--- src/design/semaphore_bank_fifo_waiters_macros.svh ---
// Assertion macros for the file that checks its own logic.
`ifndef SEMAPHORE_BANK_FIFO_WAITERS_MACROS_SVH
`define SEMAPHORE_BANK_FIFO_WAITERS_MACROS_SVH

`ifndef SYNTH

`define SBFW_ASSERT_SAME(lbl, clk, rst, ante, cons) \
   lbl: assert property (@(posedge clk) disable iff (rst) (ante) |-> (cons)) \
      else $error("sbfw: same-cycle check failed");

`define SBFW_ASSERT_NEXT(lbl, clk, rst, ante, cons) \
   lbl: assert property (@(posedge clk) disable iff (rst) (ante) |=> (cons)) \
      else $error("sbfw: next-cycle check failed");

`else

`define SBFW_ASSERT_SAME(lbl, clk, rst, ante, cons)

`define SBFW_ASSERT_NEXT(lbl, clk, rst, ante, cons)

`endif

`endif

--- src/design/sbfw_pkg.sv ---
package sbfw_pkg;

   localparam int NUM_SEMS_DEF    = 8;
   localparam int QUEUE_DEPTH_DEF = 16;

   localparam int ACTION_W  = 2;
   localparam int SEM_IDX_W = 3;
   localparam int TASK_W    = 8;
   localparam int COUNT_W   = 16;
   localparam int KIND_W    = 2;

   localparam logic [COUNT_W-1:0] COUNT_MAX = {COUNT_W{1'b1}};

   localparam int REQ_DATA_W = 32;
   localparam int RSP_DATA_W = 16;

   localparam int FIFO_SLOTS  = 4;
   localparam int FIFO_PTR_W  = $clog2(FIFO_SLOTS);
   localparam int FIFO_CNT_W  = FIFO_PTR_W + 1;

   typedef enum logic [ACTION_W-1:0] {
      ACT_ACQUIRE     = 2'd0,
      ACT_RELEASE     = 2'd1,
      ACT_ACQUIRE_ALL = 2'd2,
      ACT_INIT        = 2'd3
   } action_type;

   typedef enum logic [KIND_W-1:0] {
      KIND_GRANT   = 2'd0,
      KIND_ACK     = 2'd1,
      KIND_REFUSED = 2'd2
   } kind_type;

   typedef struct packed {
      action_type           action;
      logic [SEM_IDX_W-1:0] sem;
      logic [TASK_W-1:0]    task_id;
      logic [COUNT_W-1:0]   init_count;
   } item_type;

endpackage

--- src/design/sbfw_ram.sv ---
module sbfw_ram #(
   parameter int WIDTH = 8,
   parameter int DEPTH = 16
) (
   input  logic                                      clock,
   input  logic                                      wr_en,
   input  logic [(DEPTH > 1 ? $clog2(DEPTH) : 1)-1:0] wr_addr,
   input  logic [WIDTH-1:0]                          wr_data,
   input  logic                                      rd_en,
   input  logic [(DEPTH > 1 ? $clog2(DEPTH) : 1)-1:0] rd_addr,
   output logic [WIDTH-1:0]                          rd_data
);

   logic [WIDTH-1:0] mem_ff [DEPTH];
   logic [WIDTH-1:0] rd_data_ff;

   always_ff @(posedge clock) begin
      if (wr_en) begin
         mem_ff[wr_addr] <= wr_data;
      end
      if (rd_en) begin
         rd_data_ff <= mem_ff[rd_addr];
      end
   end

   assign rd_data = rd_data_ff;

endmodule

--- src/design/sbfw_front.sv ---
module sbfw_front #(
   parameter int NUM_SEMS = sbfw_pkg::NUM_SEMS_DEF
) (
   input  logic                            clock,
   input  logic                            reset,
   input  logic                            req_tvalid,
   output logic                            req_tready,
   input  logic [sbfw_pkg::REQ_DATA_W-1:0] req_tdata,
   input  logic [sbfw_pkg::ACTION_W-1:0]   req_tuser,
   output logic                            item_valid,
   output sbfw_pkg::item_type              item,
   input  logic                            item_pop
);

   sbfw_pkg::item_type                    slot_ff [sbfw_pkg::FIFO_SLOTS];
   logic [sbfw_pkg::FIFO_PTR_W-1:0]       wr_ptr_ff, wr_ptr_in;
   logic [sbfw_pkg::FIFO_PTR_W-1:0]       rd_ptr_ff, rd_ptr_in;
   logic [sbfw_pkg::FIFO_CNT_W-1:0]       count_ff, count_in;
   sbfw_pkg::item_type                    beat_item;
   logic                                  in_range;
   logic                                  push;

   always_comb begin
      beat_item.action     = sbfw_pkg::action_type'(req_tuser);
      beat_item.sem        = req_tdata[2:0];
      beat_item.task_id    = req_tdata[10:3];
      beat_item.init_count = req_tdata[26:11];
   end

   // A beat addressing a semaphore beyond the bank is taken and dropped here.
   assign in_range   = 7'(beat_item.sem) < 7'(NUM_SEMS);
   assign req_tready = count_ff != sbfw_pkg::FIFO_CNT_W'(sbfw_pkg::FIFO_SLOTS);
   assign push       = req_tvalid && req_tready && in_range;
   assign item_valid = count_ff != '0;
   assign item       = slot_ff[rd_ptr_ff];

   always_comb begin
      wr_ptr_in = wr_ptr_ff;
      rd_ptr_in = rd_ptr_ff;
      count_in  = count_ff;
      if (push) begin
         wr_ptr_in = wr_ptr_ff + 1'b1;
      end
      if (item_pop) begin
         rd_ptr_in = rd_ptr_ff + 1'b1;
      end
      if (push && !item_pop) begin
         count_in = count_ff + 1'b1;
      end else if (!push && item_pop) begin
         count_in = count_ff - 1'b1;
      end
   end

   always_ff @(posedge clock) begin
      if (reset) begin
         wr_ptr_ff <= '0;
         rd_ptr_ff <= '0;
         count_ff  <= '0;
      end else begin
         wr_ptr_ff <= wr_ptr_in;
         rd_ptr_ff <= rd_ptr_in;
         count_ff  <= count_in;
      end
   end

   always_ff @(posedge clock) begin
      if (push) begin
         slot_ff[wr_ptr_ff] <= beat_item;
      end
   end

endmodule

--- src/design/sbfw_back.sv ---
module sbfw_back #(
   parameter int NUM_SEMS    = sbfw_pkg::NUM_SEMS_DEF,
   parameter int QUEUE_DEPTH = sbfw_pkg::QUEUE_DEPTH_DEF
) (
   input  logic                          clock,
   input  logic                          reset,
   input  logic                          item_valid,
   input  sbfw_pkg::item_type            item,
   output logic                          item_pop,
   output logic                          rsp_tvalid,
   input  logic                          rsp_tready,
   output logic [sbfw_pkg::TASK_W-1:0]   rsp_task,
   output sbfw_pkg::kind_type            rsp_kind,
   output logic [sbfw_pkg::SEM_IDX_W-1:0] rsp_sem,
   output logic                          rsp_last
);

   localparam int SEM_W       = NUM_SEMS > 1 ? $clog2(NUM_SEMS) : 1;
   localparam int QW          = $clog2(QUEUE_DEPTH);
   localparam int FILL_W      = QW + 1;
   localparam int CW          = sbfw_pkg::COUNT_W;
   localparam int ST_W        = CW + QW + QW + FILL_W;
   localparam int STORE_DEPTH = NUM_SEMS * QUEUE_DEPTH;
   localparam int ADDR_W      = $clog2(STORE_DEPTH);

   typedef enum logic [3:0] {
      ST_IDLE  = 4'b0001,
      ST_EXEC  = 4'b0010,
      ST_REPLY = 4'b0100,
      ST_SPARE = 4'b1000
   } fsm_type;

   fsm_type                        state_ff, state_in;
   sbfw_pkg::item_type             item_ff, item_in;
   logic [NUM_SEMS-1:0]            sem_valid_ff, sem_valid_in;
   logic                           rd_valid_ff, rd_valid_in;
   logic                           first_ff, first_in;
   sbfw_pkg::kind_type             first_kind_ff, first_kind_in;
   logic                           grant_ff, grant_in;
   logic                           bypass_ff, bypass_in;
   logic                           rsp_valid_ff, rsp_valid_in;
   logic [sbfw_pkg::TASK_W-1:0]    rsp_task_ff, rsp_task_in;
   sbfw_pkg::kind_type             rsp_kind_ff, rsp_kind_in;
   logic [sbfw_pkg::SEM_IDX_W-1:0] rsp_sem_ff, rsp_sem_in;
   logic                           rsp_last_ff, rsp_last_in;

   logic [SEM_W+sbfw_pkg::SEM_IDX_W-1:0] head_wide, cur_wide;
   logic [SEM_W-1:0]               head_sem, cur_sem;
   logic [ST_W-1:0]                st_rdata, st_wdata;
   logic                           st_we;
   logic [CW-1:0]                  cnt0, cnt1, cnt2;
   logic [QW-1:0]                  head0, tail0, head1, tail1;
   logic [FILL_W-1:0]              fill0, fill1, fill2;
   logic                           is_full, enqueue;
   logic [ADDR_W-1:0]              store_base, store_waddr, store_raddr;
   logic                           store_re;
   logic [sbfw_pkg::TASK_W-1:0]    store_rdata;
   logic                           out_free;

   assign head_wide = (SEM_W + sbfw_pkg::SEM_IDX_W)'(item.sem);
   assign head_sem  = head_wide[SEM_W-1:0];
   assign cur_wide  = (SEM_W + sbfw_pkg::SEM_IDX_W)'(item_ff.sem);
   assign cur_sem   = cur_wide[SEM_W-1:0];

   assign item_pop = (state_ff == ST_IDLE) && item_valid;

   sbfw_ram #(
      .WIDTH (ST_W),
      .DEPTH (NUM_SEMS)
   ) u_state_ram (
      .clock   (clock),
      .wr_en   (st_we),
      .wr_addr (cur_sem),
      .wr_data (st_wdata),
      .rd_en   (item_pop),
      .rd_addr (head_sem),
      .rd_data (st_rdata)
   );

   sbfw_ram #(
      .WIDTH (sbfw_pkg::TASK_W),
      .DEPTH (STORE_DEPTH)
   ) u_wait_ram (
      .clock   (clock),
      .wr_en   (enqueue),
      .wr_addr (store_waddr),
      .wr_data (item_ff.task_id),
      .rd_en   (store_re),
      .rd_addr (store_raddr),
      .rd_data (store_rdata)
   );

   // A semaphore never written since reset reads as all zero.
   always_comb begin
      if (rd_valid_ff) begin
         {cnt0, head0, tail0, fill0} = st_rdata;
      end else begin
         {cnt0, head0, tail0, fill0} = '0;
      end
   end

   always_comb begin
      is_full = fill0 == FILL_W'(QUEUE_DEPTH);
      enqueue = 1'b0;
      cnt1    = cnt0;
      tail1   = tail0;
      fill1   = fill0;
      case (item_ff.action)
         sbfw_pkg::ACT_RELEASE: begin
            if (cnt0 != sbfw_pkg::COUNT_MAX) begin
               cnt1 = cnt0 + 1'b1;
            end
         end
         sbfw_pkg::ACT_ACQUIRE, sbfw_pkg::ACT_ACQUIRE_ALL: begin
            if (item_ff.action == sbfw_pkg::ACT_ACQUIRE_ALL && cnt0 != '0) begin
               cnt1 = CW'(1);
            end
            if (!is_full) begin
               enqueue = state_ff == ST_EXEC;
               tail1   = (tail0 == QW'(QUEUE_DEPTH - 1)) ? '0 : tail0 + 1'b1;
               fill1   = fill0 + 1'b1;
            end
         end
         default: begin
         end
      endcase
   end

   always_comb begin
      grant_in = (item_ff.action != sbfw_pkg::ACT_INIT) && (cnt1 != '0) && (fill1 != '0);
      cnt2     = cnt1;
      head1    = head0;
      fill2    = fill1;
      if (grant_in) begin
         cnt2  = cnt1 - 1'b1;
         head1 = (head0 == QW'(QUEUE_DEPTH - 1)) ? '0 : head0 + 1'b1;
         fill2 = fill1 - 1'b1;
      end
      if (item_ff.action == sbfw_pkg::ACT_INIT) begin
         st_wdata = {item_ff.init_count, {QW{1'b0}}, {QW{1'b0}}, {FILL_W{1'b0}}};
      end else begin
         st_wdata = {cnt2, head1, tail1, fill2};
      end
   end

   assign st_we       = state_ff == ST_EXEC;
   assign store_base  = ADDR_W'(ADDR_W'(cur_sem) * ADDR_W'(QUEUE_DEPTH));
   assign store_waddr = store_base + ADDR_W'(tail0);
   assign store_raddr = store_base + ADDR_W'(head0);
   assign store_re    = (state_ff == ST_EXEC) && grant_in;
   assign out_free    = !rsp_valid_ff || rsp_tready;

   always_comb begin
      state_in      = state_ff;
      item_in       = item_ff;
      sem_valid_in  = sem_valid_ff;
      rd_valid_in   = rd_valid_ff;
      first_in      = first_ff;
      first_kind_in = first_kind_ff;
      grant_ff_hold: begin
      end
      bypass_in     = bypass_ff;
      rsp_valid_in  = rsp_valid_ff;
      rsp_task_in   = rsp_task_ff;
      rsp_kind_in   = rsp_kind_ff;
      rsp_sem_in    = rsp_sem_ff;
      rsp_last_in   = rsp_last_ff;

      if (rsp_valid_ff && rsp_tready) begin
         rsp_valid_in = 1'b0;
      end

      case (state_ff)
         ST_IDLE: begin
            if (item_valid) begin
               item_in     = item;
               rd_valid_in = sem_valid_ff[head_sem];
               state_in    = ST_EXEC;
            end
         end
         ST_EXEC: begin
            sem_valid_in[cur_sem] = 1'b1;
            // The grant reads the entry just written when the queue was empty.
            bypass_in = fill0 == '0;
            first_in  = (item_ff.action == sbfw_pkg::ACT_RELEASE) ||
                        ((item_ff.action == sbfw_pkg::ACT_ACQUIRE ||
                          item_ff.action == sbfw_pkg::ACT_ACQUIRE_ALL) && is_full);
            first_kind_in = (item_ff.action == sbfw_pkg::ACT_RELEASE) ?
                            sbfw_pkg::KIND_ACK : sbfw_pkg::KIND_REFUSED;
            if (first_in || grant_in) begin
               state_in = ST_REPLY;
            end else begin
               state_in = ST_IDLE;
            end
         end
         ST_REPLY: begin
            if (out_free) begin
               rsp_valid_in = 1'b1;
               rsp_sem_in   = item_ff.sem;
               if (first_ff) begin
                  rsp_task_in = item_ff.task_id;
                  rsp_kind_in = first_kind_ff;
                  rsp_last_in = !grant_ff;
                  first_in    = 1'b0;
                  if (!grant_ff) begin
                     state_in = ST_IDLE;
                  end
               end else begin
                  rsp_task_in = bypass_ff ? item_ff.task_id : store_rdata;
                  rsp_kind_in = sbfw_pkg::KIND_GRANT;
                  rsp_last_in = 1'b1;
                  state_in    = ST_IDLE;
               end
            end
         end
         default: begin
            state_in = ST_IDLE;
         end
      endcase
   end

   always_ff @(posedge clock) begin
      if (reset) begin
         state_ff     <= ST_IDLE;
         sem_valid_ff <= '0;
         first_ff     <= 1'b0;
         rsp_valid_ff <= 1'b0;
      end else begin
         state_ff     <= state_in;
         sem_valid_ff <= sem_valid_in;
         first_ff     <= first_in;
         rsp_valid_ff <= rsp_valid_in;
      end
   end

   always_ff @(posedge clock) begin
      item_ff       <= item_in;
      rd_valid_ff   <= rd_valid_in;
      first_kind_ff <= first_kind_in;
      bypass_ff     <= bypass_in;
      rsp_task_ff   <= rsp_task_in;
      rsp_kind_ff   <= rsp_kind_in;
      rsp_sem_ff    <= rsp_sem_in;
      rsp_last_ff   <= rsp_last_in;
      if (state_ff == ST_EXEC) begin
         grant_ff <= grant_in;
      end
   end

   assign rsp_tvalid = rsp_valid_ff;
   assign rsp_task   = rsp_task_ff;
   assign rsp_kind   = rsp_kind_ff;
   assign rsp_sem    = rsp_sem_ff;
   assign rsp_last   = rsp_last_ff;

endmodule

--- src/design/semaphore_bank_fifo_waiters.sv ---
// Channel   Ports   Beat carries
// request   req_    tuser action; tdata sem_index, task_id, init_count
// response  rsp_    tuser reply_kind; tlast last; tdata reply_task, reply_sem
//
// In the engine an item first reads the semaphore's count and queue pointers
// from the state memory, then updates them and the waiter memory.
// Each reply beat then passes through the output register.
// A four-entry queue lets requests keep arriving while the engine or the
// response side stalls. Reset is synchronous and needs no clearing pass.
`include "semaphore_bank_fifo_waiters_macros.svh"

module semaphore_bank_fifo_waiters #(
   parameter int NUM_SEMS    = sbfw_pkg::NUM_SEMS_DEF,
   parameter int QUEUE_DEPTH = sbfw_pkg::QUEUE_DEPTH_DEF
) (
   input  logic                            clock,
   input  logic                            reset,
   input  logic                            req_tvalid,
   output logic                            req_tready,
   // sem_index, task_id, init_count, zero fill
   input  logic [sbfw_pkg::REQ_DATA_W-1:0] req_tdata,
   // action
   input  logic [sbfw_pkg::ACTION_W-1:0]   req_tuser,
   output logic                            rsp_tvalid,
   input  logic                            rsp_tready,
   // reply_task, reply_sem, zero fill
   output logic [sbfw_pkg::RSP_DATA_W-1:0] rsp_tdata,
   // reply_kind
   output logic [sbfw_pkg::KIND_W-1:0]     rsp_tuser,
   output logic                            rsp_tlast
);

   logic                           item_valid;
   sbfw_pkg::item_type             item;
   logic                           item_pop;
   logic [sbfw_pkg::TASK_W-1:0]    rsp_task;
   sbfw_pkg::kind_type             rsp_kind;
   logic [sbfw_pkg::SEM_IDX_W-1:0] rsp_sem;

   sbfw_front #(
      .NUM_SEMS (NUM_SEMS)
   ) u_front (
      .clock      (clock),
      .reset      (reset),
      .req_tvalid (req_tvalid),
      .req_tready (req_tready),
      .req_tdata  (req_tdata),
      .req_tuser  (req_tuser),
      .item_valid (item_valid),
      .item       (item),
      .item_pop   (item_pop)
   );

   sbfw_back #(
      .NUM_SEMS    (NUM_SEMS),
      .QUEUE_DEPTH (QUEUE_DEPTH)
   ) u_back (
      .clock      (clock),
      .reset      (reset),
      .item_valid (item_valid),
      .item       (item),
      .item_pop   (item_pop),
      .rsp_tvalid (rsp_tvalid),
      .rsp_tready (rsp_tready),
      .rsp_task   (rsp_task),
      .rsp_kind   (rsp_kind),
      .rsp_sem    (rsp_sem),
      .rsp_last   (rsp_tlast)
   );

   assign rsp_tdata = {5'b0, rsp_sem, rsp_task};
   assign rsp_tuser = rsp_kind;

   `SBFW_ASSERT_SAME(a_pop_needs_item, clock, reset, item_pop, item_valid)
   `SBFW_ASSERT_NEXT(a_no_back_to_back_pop, clock, reset, item_pop, !item_pop)
   `SBFW_ASSERT_SAME(a_stall_only_when_queued, clock, reset, !req_tready, item_valid)
   `SBFW_ASSERT_SAME(a_grant_is_last, clock, reset,
                     rsp_tvalid && rsp_kind == sbfw_pkg::KIND_GRANT, rsp_tlast)

endmodule
--- config.mk ---
export PLATFORM = sky130hd
export DESIGN_NAME = semaphore_bank_fifo_waiters
export DESIGN_NICKNAME = d
export VERILOG_FILES = /design/src/design/sbfw_pkg.sv /design/src/design/sbfw_ram.sv /design/src/design/sbfw_front.sv /design/src/design/sbfw_back.sv /design/src/design/semaphore_bank_fifo_waiters.sv
export VERILOG_INCLUDE_DIRS = /design/src /design/src/design
export SDC_FILE = /design/constraint.sdc
export NUM_CORES = 2
export LEC_CHECK = 0
export BUFFER_PORTS_ARGS = -buffer_cell sky130_fd_sc_hd__buf_4
export CORE_MARGIN = 5
export CORE_UTILIZATION = 25
export DETAILED_ROUTE_END_ITERATION = 8
export GPL_TIMING_DRIVEN = 0
export PLACE_DENSITY = 0.5
export SYNTH_ARGS = -nofsm -noshare
export SYNTH_HDL_FRONTEND = slang
export SYNTH_SLANG_ARGS = --single-unit
--- constraint.sdc ---
create_clock -name clock -period 3.88 [get_ports clock]
set_input_delay 0.582 -clock clock [delete_from_list [all_inputs] [get_ports clock]]
set_output_delay 0.582 -clock clock [all_outputs]
set_load 0.005 [all_outputs]
==> impl_metrics.ini <==
[placement]
io_buffer_count = 48
pre_cts_ws_ns = -2.473
place_area_um2 = 65020
globalplace.congestion = 0.9524
dpl.cell_count = 6776
dp_hpwl_um = 141500

[setup_path]
worstPathBufferInverterCount = 3
crit_family = buffers and inverters
rr_worst_depth = 8
reg2reg_slack_ns = -0.18
startpoint_type = flip-flop
crit_path_max_fanout = 10
critPathKind = flip-flop to flip-flop
cp-end-kind = flip-flop
worstPathRequired_ns = 4.53
crit_chain = clkbuf_1, clkbuf_1, clkbuf_1, a221oi_2, nor3_1, a31oi_1, o22ai_1, or4_4
worstPathArrival_ns = 4.71
cp_slowest_cell = nor3_1
rr_endpoint = u_back.u_wait_ram.rd_data[5]$_DFFE_PP_
critPathLaunch = u_back.u_state_ram.rd_data[10]$_DFFE_PP_
max_stage_delay_ns = 1.01
critPathMostFrequentCell = clkbuf_1
r2r_start = u_back.u_state_ram.rd_data[10]$_DFFE_PP_

[power_and_ir_drop]
p_per_area_nw_per_um2 = 825.8
p_int_mw = 36.44
switchingPower_mw = 23.33
ir_drop_mv = 0.5004
switching_share_pct = 39.03
seqPwrFrac_pct = 36.3
combPwrFrac_pct = 39.9
clkPwrFrac_pct = 23.8
power.leakage_nw = 22.34

[clock_network]
cts_tree = yes
clk_latency_ns = 0.79
htreeDepth = 4
root_buffer = clkbuf_16
cts.path.max_buffers = 3
tritoncts.num_buffers = 154
path_clk_slew_ns = 0.06
cts.sinks = 1479

[layout]
drive_gt1_share_pct = 30.54
finalInstanceArea_um2 = 72370
multi_input_comb_area_um2 = 15470
fin_nets = 3920
final_util_pct = 30.77
instances_no_fill = 7131
fill_cells = 23160
seqCellArea_um2 = 44190
area_delta_synth_final_pct = 22.60

[synth]
netlist.area_leader.share_pct = 74.12
yosysSeqAreaShare_pct = 74.86
synth_area_leaders = edfxtp_1, mux2_2, mux4_2, a221oi_1, a21oi_1
async_flop_share_pct = 0
ys.flop_type = edfxtp_1
synth_xor_area_share_pct = 0.3858
syn-cell-area_um2 = 59030
yosysUniqueCellTypes = 74
synthSimpleGateAreaFrac_pct = 4.572
ys_top_cells_by_count = edfxtp_1, mux2_2, nor2_1
synthMuxAreaShare_pct = 11.45
synth_top_family_by_area = multiplexers
synth_edf_count = 1457
synth_warnings = 0
synth-compound-area-share_pct = 6.749
synthAdderAreaFrac_pct = 0.2883
synth_area_leader_cell = edfxtp_1
ys_ff_latch = 1479
syn-instance-count = 3512
yosysMostFrequentCell = edfxtp_1
avgSynthCellArea_um2 = 16.81

[worst_hold_path]
min-delay-start = rsp_tready
hold_depth = 3
min_to = u_back.rsp_tvalid$_SDFF_PP0_
hold_path_class = primary input to flip-flop

[die]
pin_count = 59
fp.coreArea_um2 = 235200
die_w_um = 495.9
start_util_pct = 25.10
placementRows = 178
die_area_um2 = 245900
die_h_um = 495.9

[sta]
fin_ws_ns = -0.1822
setup_tns_ns = -0.6843
fin_crit_sh_pct = 104.7
drv_slew = 0
finalSetupViolCount = 8
min_period_ns = 4.062
timing_hold_violations_final = 0
worst_pin_slew_ns = 1.242
maxSlewHeadroom_pct = 17.18
rsz0062_at_grt = true
skew_ns = 0.03434
clock.fmax_mhz = 246.2

[routing]
vias = 34590
drcViolationCount = 0
drt-wirelength-per-cell_um = 28.25
postRouteAntennaNets = 0
firstDrtPassIters = 6
via_per_inst = 4.851
wl_um = 201500
first_iter_violations = 4165

[run_status]
violations = negative setup slack
status = complete, but fails checks

[grt]
grt_pass1_wl_um = 277000
first_global_vias = 33800
antenna_found_initial = 7
grt_max_degree = 34
grt.total_usage_pct = 16.01
grt_overflow = 0

[job]
maxCapViolCount = 0
-- state kept, by name (all words and copies together) (netlist names), 2 cells and up, named ones only --
| register | count |
|---|---|
| u_back.rsp_task | 8 |
| u_front.slot_ff | 116 |
| u_back.rsp_sem | 3 |
| u_back.item_ff | 26 |
| u_back.state_ff | 3 |
| u_back.cur_sem | 3 |
| u_back.u_wait_ram.mem_ff | 1024 |
| u_back.u_state_ram.rd_data | 29 |
| u_back.rsp_kind | 2 |
| u_back.first_kind_ff | 2 |
| u_front.count_ff | 3 |
| u_front.rd_ptr_ff | 2 |
| u_back.sem_valid_ff | 8 |
| u_front.wr_ptr_ff | 2 |
| u_back.u_state_ram.mem_ff | 232 |
| u_back.u_wait_ram.rd_data | 8 |
-- worst max-delay path by stage --
stage	end	depth (start not counted)	slack, ns
6_report	u_back.u_wait_ram.rd_data[5]$_DFFE_PP_	8	-0.18
4_1_cts	u_back.u_wait_ram.mem_ff[115][0]$_DFFE_PP_	13	-0.14
2_1_floorplan	u_back.u_state_ram.mem_ff[0][21]$_DFFE_PP_	17	0.07
3_5_place_dp	u_back.u_wait_ram.mem_ff[111][0]$_DFFE_PP_	12	-2.47
5_1_grt	u_back.u_wait_ram.mem_ff[70][5]$_DFFE_PP_	13	-0.13
3_3_place_gp	u_back.u_wait_ram.mem_ff[47][4]$_DFFE_PP_	12	-2.45
-- metal layers --
metal	global-route usage [%]	up-vias	part of all wire, %
li1	-	14740	-
met1	22.55	18170	44
met2	24.63	1389	46
met3	2.796	296	6.4
met4	6.265	2	4.3
met5	0	-	0.0060
-- power groups by stage --
stage          Sequential (mW)  Clock, mW  Combinational (mW)
6_report                  21.7       14.2                23.9
5_1_grt                   21.7       15.1                24.6
4_1_cts                   21.7       14.4                23.0
3_5_place_dp              22.0          0                21.7
3_3_place_gp              24.3          0                17.9
2_1_floorplan             22.6          0                9.65
-- per-stage QoR --
stage | hold WS [ns] | power, mW
global placement | 0.4455 | 42.14
detailed placement | 0.4548 | 43.74
finish | 0.2141 | 59.76
floorplan | 0.4348 | 32.26
global route | 0.2057 | 61.52
CTS | 0.1597 | 59.16
-- area by class of cell --
type	instances	share of cell area [%]
Buffer	235	1.687
Antenna cell	2	0.006916
Timing Repair Buffer	199	3.804
Inverter	18	0.09682
Clock inverter	64	0.8091
Clock buffer	202	5.704
Multi-Input combinational cell	1782	21.38
Sequential cell	1479	61.07
Tap cell	3150	5.446
-- worst register-to-register path: stages (launching register included) --
cell,delay (ns)
edfxtp_1,0.43
clkbuf_1,0.33
clkbuf_1,0.62
clkbuf_1,0.73
a221oi_2,0.26
nor3_1,1.01
a31oi_1,0.07
o22ai_1,0.22
or4_4,0.25
-- kinds of logic after synthesis --
family                   after synthesis
AO/OA/AOI/OAI                        618
XOR/XNOR                              26
adder cells (fa/ha/maj)               13
buffers and inverters                255
flip-flops                          1479
multiplexers                         519
other                                  1
AND/OR/NAND/NOR                      601
-- layout by cell type (no fill, tap or decap), types with 36 or more instances in the layout --
cell / n
nor2_2: 56
clkbuf_2: 62
nor2_4: 64
a21oi_1: 207
a221oi_2: 37
nor3_2: 36
nor3_1: 38
mux2i_1: 70
clkbuf_1: 149
buf_4: 115
a22oi_1: 64
mux2_2: 358
clkbuf_16: 158
mux4_2: 89
o21ai_0: 70
a31oi_1: 57
nand2_1: 126
a221oi_1: 85
buf_16: 50
nor2_1: 163
edfxtp_1: 1457
-- repair_timing --
item	CTS	global route
pin swaps	26	27
buffers inserted	38	20
hold buffers	30	0
gates resized for setup	392	150
setup endpoints to repair	1275	756
gates cloned	0	0
endpoints found under the hold margin	117	0
Power figures use the tool's default switching activity.
